$ cat config.mk
export PLATFORM = sky130hd
export DESIGN_NAME = multi_channel_timer_bank_top
export DESIGN_NICKNAME = d
export VERILOG_FILES = /design/src/hdl/mctb_pkg.sv /design/src/hdl/multi_channel_timer_bank_top.sv /design/src/hdl/mctb_store.sv /design/src/hdl/mctb_engine.sv
export VERILOG_INCLUDE_DIRS = /design/src /design/src/hdl
export SDC_FILE = /design/constraint.sdc
export NUM_CORES = 1
export LEC_CHECK = 0
export BUFFER_PORTS_ARGS = -buffer_cell sky130_fd_sc_hd__buf_2
export CAP_MARGIN = 10
export CORE_MARGIN = 5
export CORE_UTILIZATION = 60
export DETAILED_ROUTE_END_ITERATION = 8
export GPL_TIMING_DRIVEN = 1
export PLACE_DENSITY = 0.77
export SLEW_MARGIN = 20
export SYNTH_ARGS = -nofsm -noshare
export SYNTH_HDL_FRONTEND = slang
export SYNTH_SLANG_ARGS = --single-unit
$ cat constraint.sdc
create_clock -name clk -period 12.6 [get_ports clk]
set_input_delay 0 -clock clk [delete_from_list [all_inputs] [get_ports clk]]
set_output_delay 0 -clock clk [all_outputs]
set_load 0.01 [all_outputs]
$ cat src/hdl/multi_channel_timer_bank_top_macros.svh
// ----------------------------------------------------------------------------
// Assertion macros for the timer bank
// Clocked on clk, disabled while arst_n is low.
// ----------------------------------------------------------------------------
`ifndef MULTI_CHANNEL_TIMER_BANK_TOP_MACROS_SVH
`define MULTI_CHANNEL_TIMER_BANK_TOP_MACROS_SVH

// antecedent implies consequent in the same cycle
`define MCTB_ASSERT_NOW(lbl, ante, cons, msg) \
	lbl: assert property (@(posedge clk) disable iff (!arst_n) (ante) |-> (cons)) \
		else $error(msg);

// antecedent implies consequent in the next cycle
`define MCTB_ASSERT_NEXT(lbl, ante, cons, msg) \
	lbl: assert property (@(posedge clk) disable iff (!arst_n) (ante) |=> (cons)) \
		else $error(msg);

`endif

$ cat src/hdl/mctb_pkg.sv
// ----------------------------------------------------------------------------
// mctb_pkg
// Types, codes and sizes shared by the timer bank modules.
// ----------------------------------------------------------------------------
package mctb_pkg;

	localparam int CHANNELS    = 8;
	localparam int CH_W        = (CHANNELS > 1) ? $clog2(CHANNELS) : 1;
	localparam int MAX_RESULTS = 8;
	localparam int EV_W        = $clog2(MAX_RESULTS + 1);

	localparam int ACT_W  = 4;
	localparam int CHAN_W = 8;
	localparam int VAL_W  = 32;

	localparam logic [ACT_W-1:0] ACT_TICK      = 4'd0;
	localparam logic [ACT_W-1:0] ACT_SET_TIME  = 4'd1;
	localparam logic [ACT_W-1:0] ACT_START     = 4'd2;
	localparam logic [ACT_W-1:0] ACT_STOP      = 4'd3;
	localparam logic [ACT_W-1:0] ACT_RESET     = 4'd4;
	localparam logic [ACT_W-1:0] ACT_GET_TIME  = 4'd5;
	localparam logic [ACT_W-1:0] ACT_STOPWATCH = 4'd6;
	localparam logic [ACT_W-1:0] ACT_COUNTDOWN = 4'd7;
	localparam logic [ACT_W-1:0] ACT_EVENT_ON  = 4'd8;
	localparam logic [ACT_W-1:0] ACT_EVENT_OFF = 4'd9;

	localparam logic KIND_REPLY = 1'b0;
	localparam logic KIND_EVENT = 1'b1;

	typedef struct packed {
		logic [ACT_W-1:0]  action;
		logic [CHAN_W-1:0] channel;
		logic [VAL_W-1:0]  value;
		logic              reload_on;
	} cmd_t;

	typedef struct packed {
		logic              kind;
		logic [CHAN_W-1:0] source_channel;
		logic              ok;
		logic [VAL_W-1:0]  count_value;
		logic              last;
	} rsp_t;

	typedef struct packed {
		logic [VAL_W-1:0] count;
		logic [VAL_W-1:0] reload;
		logic             running;
		logic             upcount;
		logic             ev_en;
	} entry_t;

	typedef struct packed {
		logic            rd_en;
		logic [CH_W-1:0] rd_addr;
		logic            wr_en;
		logic [CH_W-1:0] wr_addr;
		entry_t          wr_data;
	} mem_req_t;

endpackage

$ cat src/hdl/multi_channel_timer_bank_top.sv
// ----------------------------------------------------------------------------
// multi_channel_timer_bank_top
// Bank of countdown / stopwatch timers with per-channel expiry events.
//
//   port        dir  handshake                 payload
//   cmd         in   start & !busy             mctb_pkg::cmd_t
//   rsp         out  rsp_strobe, one cycle     mctb_pkg::rsp_t
//
// A command runs as a memory read, then modify, write back and reply.
// A tick reads one channel per cycle through the single read port of the
// state memory, then a flush state sends the last pending event.
// Reset clears all channels at once through per-entry valid bits.
// Results cannot be held off; busy stays high until the last one is out.
// ----------------------------------------------------------------------------
module multi_channel_timer_bank_top (
	input  logic           clk,
	input  logic           arst_n,
	input  logic           start,
	output logic           busy,
	input  mctb_pkg::cmd_t cmd,
	output logic           rsp_strobe,
	output mctb_pkg::rsp_t rsp
);

	mctb_pkg::mem_req_t req;
	mctb_pkg::entry_t   rd_data;

	mctb_store u_store (
		.clk     (clk),
		.arst_n  (arst_n),
		.req     (req),
		.rd_data (rd_data)
	);

	mctb_engine u_engine (
		.clk        (clk),
		.arst_n     (arst_n),
		.start      (start),
		.cmd        (cmd),
		.busy       (busy),
		.rsp_strobe (rsp_strobe),
		.rsp        (rsp),
		.req        (req),
		.rd_data    (rd_data)
	);

endmodule

$ cat src/hdl/mctb_store.sv
// ----------------------------------------------------------------------------
// mctb_store
// Channel state memory, one entry per channel, registered read.
// Entries never written since reset read as all zero.
// ----------------------------------------------------------------------------
module mctb_store (
	input  logic              clk,
	input  logic              arst_n,
	input  mctb_pkg::mem_req_t req,
	output mctb_pkg::entry_t   rd_data
);

	mctb_pkg::entry_t mem [mctb_pkg::CHANNELS];
	mctb_pkg::entry_t rd_data_q;
	logic [mctb_pkg::CHANNELS-1:0] vld_q;
	logic rd_vld_q;

	always_ff @(posedge clk) begin
		if (req.wr_en) begin
			mem[req.wr_addr] <= req.wr_data;
		end
		if (req.rd_en) begin
			rd_data_q <= mem[req.rd_addr];
		end
	end

	always_ff @(posedge clk or negedge arst_n) begin
		if (!arst_n) begin
			vld_q    <= '0;
			rd_vld_q <= 1'b0;
		end else begin
			if (req.wr_en) begin
				vld_q[req.wr_addr] <= 1'b1;
			end
			if (req.rd_en) begin
				rd_vld_q <= vld_q[req.rd_addr];
			end
		end
	end

	assign rd_data = rd_vld_q ? rd_data_q : '0;

endmodule

$ cat src/hdl/mctb_engine.sv
// ----------------------------------------------------------------------------
// mctb_engine
// Command sequencer: read-modify-write of one channel per command, and a
// sweep over all channels for a tick with expiry event reporting.
// ----------------------------------------------------------------------------
module mctb_engine (
	input  logic               clk,
	input  logic               arst_n,
	input  logic               start,
	input  mctb_pkg::cmd_t     cmd,
	output logic               busy,
	output logic               rsp_strobe,
	output mctb_pkg::rsp_t     rsp,
	output mctb_pkg::mem_req_t req,
	input  mctb_pkg::entry_t   rd_data
);

	localparam logic [1:0] ST_IDLE  = 2'd0;
	localparam logic [1:0] ST_CMD   = 2'd1;
	localparam logic [1:0] ST_TICK  = 2'd2;
	localparam logic [1:0] ST_FLUSH = 2'd3;

	logic [1:0] state_q, state_d;
	mctb_pkg::cmd_t cmd_q;
	logic [mctb_pkg::CH_W-1:0] idx_s1, idx_d;
	logic [mctb_pkg::CH_W-1:0] pend_ch_q, pend_ch_d;
	logic pend_vld_q, pend_vld_d;
	logic [mctb_pkg::EV_W-1:0] ev_cnt_q, ev_cnt_d;

	mctb_pkg::entry_t upd;
	logic err;
	logic ok;
	logic [mctb_pkg::VAL_W-1:0] cv;
	logic [mctb_pkg::VAL_W-1:0] dec;
	logic fire;

	assign busy = (state_q != ST_IDLE);
	assign dec  = rd_data.count - 32'd1;

	always_comb begin
		state_d    = state_q;
		idx_d      = idx_s1;
		pend_ch_d  = pend_ch_q;
		pend_vld_d = pend_vld_q;
		ev_cnt_d   = ev_cnt_q;
		req        = '0;
		rsp        = '0;
		rsp_strobe = 1'b0;
		upd        = rd_data;
		err        = 1'b0;
		ok         = 1'b1;
		cv         = '0;
		fire       = 1'b0;

		unique case (state_q)
			ST_IDLE: begin
				if (start) begin
					req.rd_en = 1'b1;
					idx_d      = '0;
					pend_vld_d = 1'b0;
					ev_cnt_d   = '0;
					if (cmd.action == mctb_pkg::ACT_TICK) begin
						req.rd_addr = '0;
						state_d     = ST_TICK;
					end else begin
						req.rd_addr = cmd.channel[mctb_pkg::CH_W-1:0];
						state_d     = ST_CMD;
					end
				end
			end
			ST_CMD: begin
				err = (cmd_q.channel >= mctb_pkg::CHAN_W'(mctb_pkg::CHANNELS))
					|| (cmd_q.action > mctb_pkg::ACT_EVENT_OFF);
				unique case (cmd_q.action)
					mctb_pkg::ACT_SET_TIME: begin
						upd.count  = cmd_q.value;
						upd.reload = cmd_q.reload_on ? cmd_q.value : '0;
					end
					mctb_pkg::ACT_START: begin
						if (!rd_data.running) begin
							if (!rd_data.upcount && rd_data.count == '0) begin
								ok = 1'b0;
							end else begin
								upd.running = 1'b1;
							end
						end
					end
					mctb_pkg::ACT_STOP:      upd.running = 1'b0;
					mctb_pkg::ACT_RESET:     upd.count   = '0;
					mctb_pkg::ACT_GET_TIME:  cv          = rd_data.count;
					mctb_pkg::ACT_STOPWATCH: upd.upcount = 1'b1;
					mctb_pkg::ACT_COUNTDOWN: upd.upcount = 1'b0;
					mctb_pkg::ACT_EVENT_ON:  upd.ev_en   = 1'b1;
					mctb_pkg::ACT_EVENT_OFF: upd.ev_en   = 1'b0;
					default: ;
				endcase
				if (err) begin
					ok = 1'b0;
					cv = '0;
				end
				req.wr_en   = !err;
				req.wr_addr = cmd_q.channel[mctb_pkg::CH_W-1:0];
				req.wr_data = upd;
				rsp_strobe         = 1'b1;
				rsp.kind           = mctb_pkg::KIND_REPLY;
				rsp.source_channel = cmd_q.channel;
				rsp.ok             = ok;
				rsp.count_value    = cv;
				rsp.last           = 1'b1;
				state_d            = ST_IDLE;
			end
			ST_TICK: begin
				if (rd_data.running) begin
					if (rd_data.upcount) begin
						upd.count = rd_data.count + 32'd1;
					end else begin
						upd.count = dec;
						if (dec == '0) begin
							fire = rd_data.ev_en
								&& (ev_cnt_q < mctb_pkg::EV_W'(mctb_pkg::MAX_RESULTS));
							if (rd_data.reload != '0) begin
								upd.count = rd_data.reload;
							end else begin
								upd.running = 1'b0;
							end
						end
					end
				end
				req.wr_en   = rd_data.running;
				req.wr_addr = idx_s1;
				req.wr_data = upd;
				// hold the newest event back until the next one shows whether it is final
				if (fire) begin
					if (pend_vld_q) begin
						rsp_strobe         = 1'b1;
						rsp.kind           = mctb_pkg::KIND_EVENT;
						rsp.source_channel = mctb_pkg::CHAN_W'(pend_ch_q);
						rsp.ok             = 1'b1;
						rsp.last           = 1'b0;
					end
					pend_vld_d = 1'b1;
					pend_ch_d  = idx_s1;
					ev_cnt_d   = ev_cnt_q + 1'b1;
				end
				if (idx_s1 == mctb_pkg::CH_W'(mctb_pkg::CHANNELS - 1)) begin
					state_d = ST_FLUSH;
				end else begin
					idx_d       = idx_s1 + 1'b1;
					req.rd_en   = 1'b1;
					req.rd_addr = idx_s1 + 1'b1;
				end
			end
			ST_FLUSH: begin
				if (pend_vld_q) begin
					rsp_strobe         = 1'b1;
					rsp.kind           = mctb_pkg::KIND_EVENT;
					rsp.source_channel = mctb_pkg::CHAN_W'(pend_ch_q);
					rsp.ok             = 1'b1;
					rsp.last           = 1'b1;
				end
				pend_vld_d = 1'b0;
				state_d    = ST_IDLE;
			end
			default: state_d = ST_IDLE;
		endcase
	end

	always_ff @(posedge clk or negedge arst_n) begin
		if (!arst_n) begin
			state_q    <= ST_IDLE;
			idx_s1     <= '0;
			pend_vld_q <= 1'b0;
			ev_cnt_q   <= '0;
		end else begin
			state_q    <= state_d;
			idx_s1     <= idx_d;
			pend_vld_q <= pend_vld_d;
			ev_cnt_q   <= ev_cnt_d;
		end
	end

	always_ff @(posedge clk) begin
		pend_ch_q <= pend_ch_d;
		if (start && !busy) begin
			cmd_q <= cmd;
		end
	end

`include "multi_channel_timer_bank_top_macros.svh"

	`MCTB_ASSERT_NOW(a_strobe_busy, rsp_strobe, busy, "result outside an operation")
	`MCTB_ASSERT_NEXT(a_cmd_reply, start && !busy && cmd.action != mctb_pkg::ACT_TICK, rsp_strobe && rsp.last && rsp.kind == mctb_pkg::KIND_REPLY, "command reply missing")
	`MCTB_ASSERT_NOW(a_event_form, rsp_strobe && rsp.kind == mctb_pkg::KIND_EVENT, rsp.ok && rsp.count_value == '0, "malformed expiry event")
	`MCTB_ASSERT_NEXT(a_tick_sweep, start && !busy && cmd.action == mctb_pkg::ACT_TICK, state_q == ST_TICK && idx_s1 == '0, "tick sweep not begun")

endmodule
==> flow_summary.ini <==
[floorplanning]
start_util_pct = 60.3
dieArea_um2 = 54700
die_y_um = 234
io_pins = 93
fp.dieW_um = 234
coreArea_um2 = 49900
rows = 82

[placed_design]
post_dp_cell_area_um2 = 31100
port_buffers = 92
place.gp.congestion = 1.00
placedCellCount = 3310
hpwl_mm = 55.5
place_ws_ns = 7.44

[synth]
synthCells = 2699
async_flop_share_pct = 2.84
synth-seq-area-share_pct = 66.6
synthAdderAreaFrac_pct = 0.458
syn_nets = 2758
yosys.area_share.simple_pct = 21.4
synthTopCellsByArea = edfxtp_1 65%, nand2_1 9.0%, nand3_1 6.1%
netlist.top_cell.by_area = edfxtp_1
synth.avg_cell_area_um2 = 11.1
synth_compound_area_share_pct = 7.52
synth_xor_xnor_area_share_pct = 0.873
ys_ff_latch = 670
synth_cell_types = 73
synthesis.area_um2 = 30100
synth_top_family_by_area = simple AND/OR/NAND/NOR gates
synth.most_common_cell = nand2_1
synth_common_cells = 722 x nand2_1, 651 x edfxtp_1, 369 x nand3_1
ys.flop_type = edfxtp_1
yosys_warnings = 0
synth.area.mux_share_pct = 0.433
synth_top_area_share_pct = 65.0
synth-edff-count = 651

[run_status]
status = complete, no violations

[drt]
vias_per_cell = 6.54
drtIter0Drc = 3219
firstDrtPassIters = 8
wl_per_cell_um = 26.8
vias = 22800
post-route-drc-count = 0
ant_nets = 0
drt_wl_total_mm = 93.4

[global_routing]
grt_pass1_wl_mm = 137
gr-total-overflow = 0
gr-usage-met3_pct = 8.91
grt_pass1_vias = 22100
met2_usage_pct = 52.9
antenna_found_initial = 0
grt_busiest_layer = met2
grt.total_usage_pct = 33.7
met1_usage_pct = 45.8
grt_max_degree = 108

[setup_path]
startpoint = u_engine.state_q[1]
critPathMaxStageDelay_ns = 0.83
crit_top_cell = buf_4
critPathSlowestCell = buf_4
cp_data_arrival_time_ns = 5.57
worstPathCellList = inv_1 > ha_1 > buf_4 > clkinv_1 > or4_1 > nor3_1 > and2_1 > a21oi_1 > or3_1 > nor2_4 > buf_4
start_kind = flip-flop
worst-path-buf-inv = 4
crit_family = simple AND/OR/NAND/NOR gates
worstPathMaxFanout = 48
r2r_start = u_engine.state_q[1]
end_kind = flip-flop
worst-setup-path-type = flip-flop to flip-flop
required_ns = 12.83

[timing]
fin_crit_ns = 5.34
fin_crit_sh_pct = 42.4
finClkSkew_ns = 0.0324
max_freq_ghz = 0.187
slew_headroom_pct = 22.5
hold_viol = 0
setup_viol = 0
max_slew.worst_pin.slew_ns = 1.16
hold_slack_ns = 0.0884
fin_tns_setup_ns = 0
rsz0062_at_grt = false
fin_ws_ns = 7.26
slew_violations = 0

[finish]
antenna_cells = 0
layout.cells.non_filler = 3481
areaGrowthSynthToFinish_pct = 12.1
design_area_um2 = 33700
fin_util_pct = 67.7
drive_gt1_share_pct = 9.90
nNetsFinal = 2815
fillers = 3567

[clock_tree]
cts_max_level = 3
cts-root-buf = clkbuf_16
cts-hold-fix-buffers = 48
cts_setup_buffers = 0
clk_latency_ns = 0.62
cts_resized = 0
cts_sinks = 670
cts.clk_slew.worst_paths_ns = 0.07
cts-buffers-inserted = 68
clockBufferDepth = 3
cts_tree = done

[worst_hold_path]
hold_path.class = primary input to flip-flop
hp-start = cmd[30]

[pwr]
finalPower_mw = 7.57
power.leakage_nw = 12.1
pwr_density_cell_nw_per_um2 = 224
worst_ir_drop_vdd_mv = 0.175

[flow_run]
drv_cap = 0
## sequential cells by signal (all words and copies together) (netlist names)
register	flops
u_store.mem	536
u_store.rd_data_q	67
u_engine.state_q	2
u_engine.cmd_q	45
u_engine.idx_s1	3
u_engine.pend_ch_q	3
u_store.rd_vld_q	1
u_engine.ev_cnt_q	4
u_engine.pend_vld_q	1
u_store.vld_q	8
## path summary, 6_finish.rpt
path | slack (ns) | cells after the start | endpoint
worst max-delay path | 7.26 | 11 | u_store.mem[6][0]
worst min-delay path | 0.09 | 2 | u_engine.cmd_q[30]
worst max register to register | 7.26 | 11 | u_store.mem[6][0]
worst min register to register | 0.47 | 1 | u_store.vld_q[5]
max in group asynchronous | 11.32 | 3 | u_store.rd_vld_q
min in group asynchronous | 0.63 | 3 | u_engine.ev_cnt_q[1]
## metal layers
| metal | part of all wire, % | up-vias |
|---|---|---|
| met2 | 46 | 1546 |
| met5 | 0 | - |
| met4 | 4.1 | 0 |
| met3 | 12 | 239 |
| li1 | - | 9938 |
| met1 | 38 | 11000 |
## report_power, final
group	internal (mW)	switching, mW
clock network	1.12	0.860
logic	0.648	1.66
registers	2.89	0.387
## layout by cell type, fill, tap and decap left out, types with 8 or more instances in the layout
cell             n
nand2_1        721
edfxtp_1       651
nand3_1        369
o21ai_0        123
buf_2           92
nor2_1          78
clkbuf_16       68
a21oi_1         54
dlygate4sd3_1   48
buf_4           44
a22oi_1         43
nor2b_1         43
nor4_1          30
and3_1          30
nor3_1          27
a32oi_1         20
nand4_1         18
dfrtp_1         18
xnor2_1         17
inv_1           14
clkinv_1        14
and2_1          14
xor2_1          13
a32o_1          13
or3_1           13
mux2i_1         13
o22ai_1         13
clkbuf_1        13
or2_2           11
nand2b_1        11
a211oi_1        11
clkinv_2        10
ha_1            10
or4_1            9
a31oi_1          8
## cell families after synthesis
family	Yosys count
XOR/XNOR	30
buffers and inverters	214
adder cells (fa/ha/maj)	11
flip-flops	670
multiplexers	13
AO/OA/AOI/OAI	347
AND/OR/NAND/NOR	1414
## area by class of cell
class	instances	area [um^2]	area share (%)
Clock inverter	40	395	1.17
Clock buffer	83	1780	5.27
Tap cell	672	841	2.49
Sequential cell	670	20000	59.4
Inverter	16	61.3	0.182
Timing Repair Buffer	185	1280	3.80
Multi-Input combinational cell	1815	9350	27.7
(Power assumes the default switching activity.)
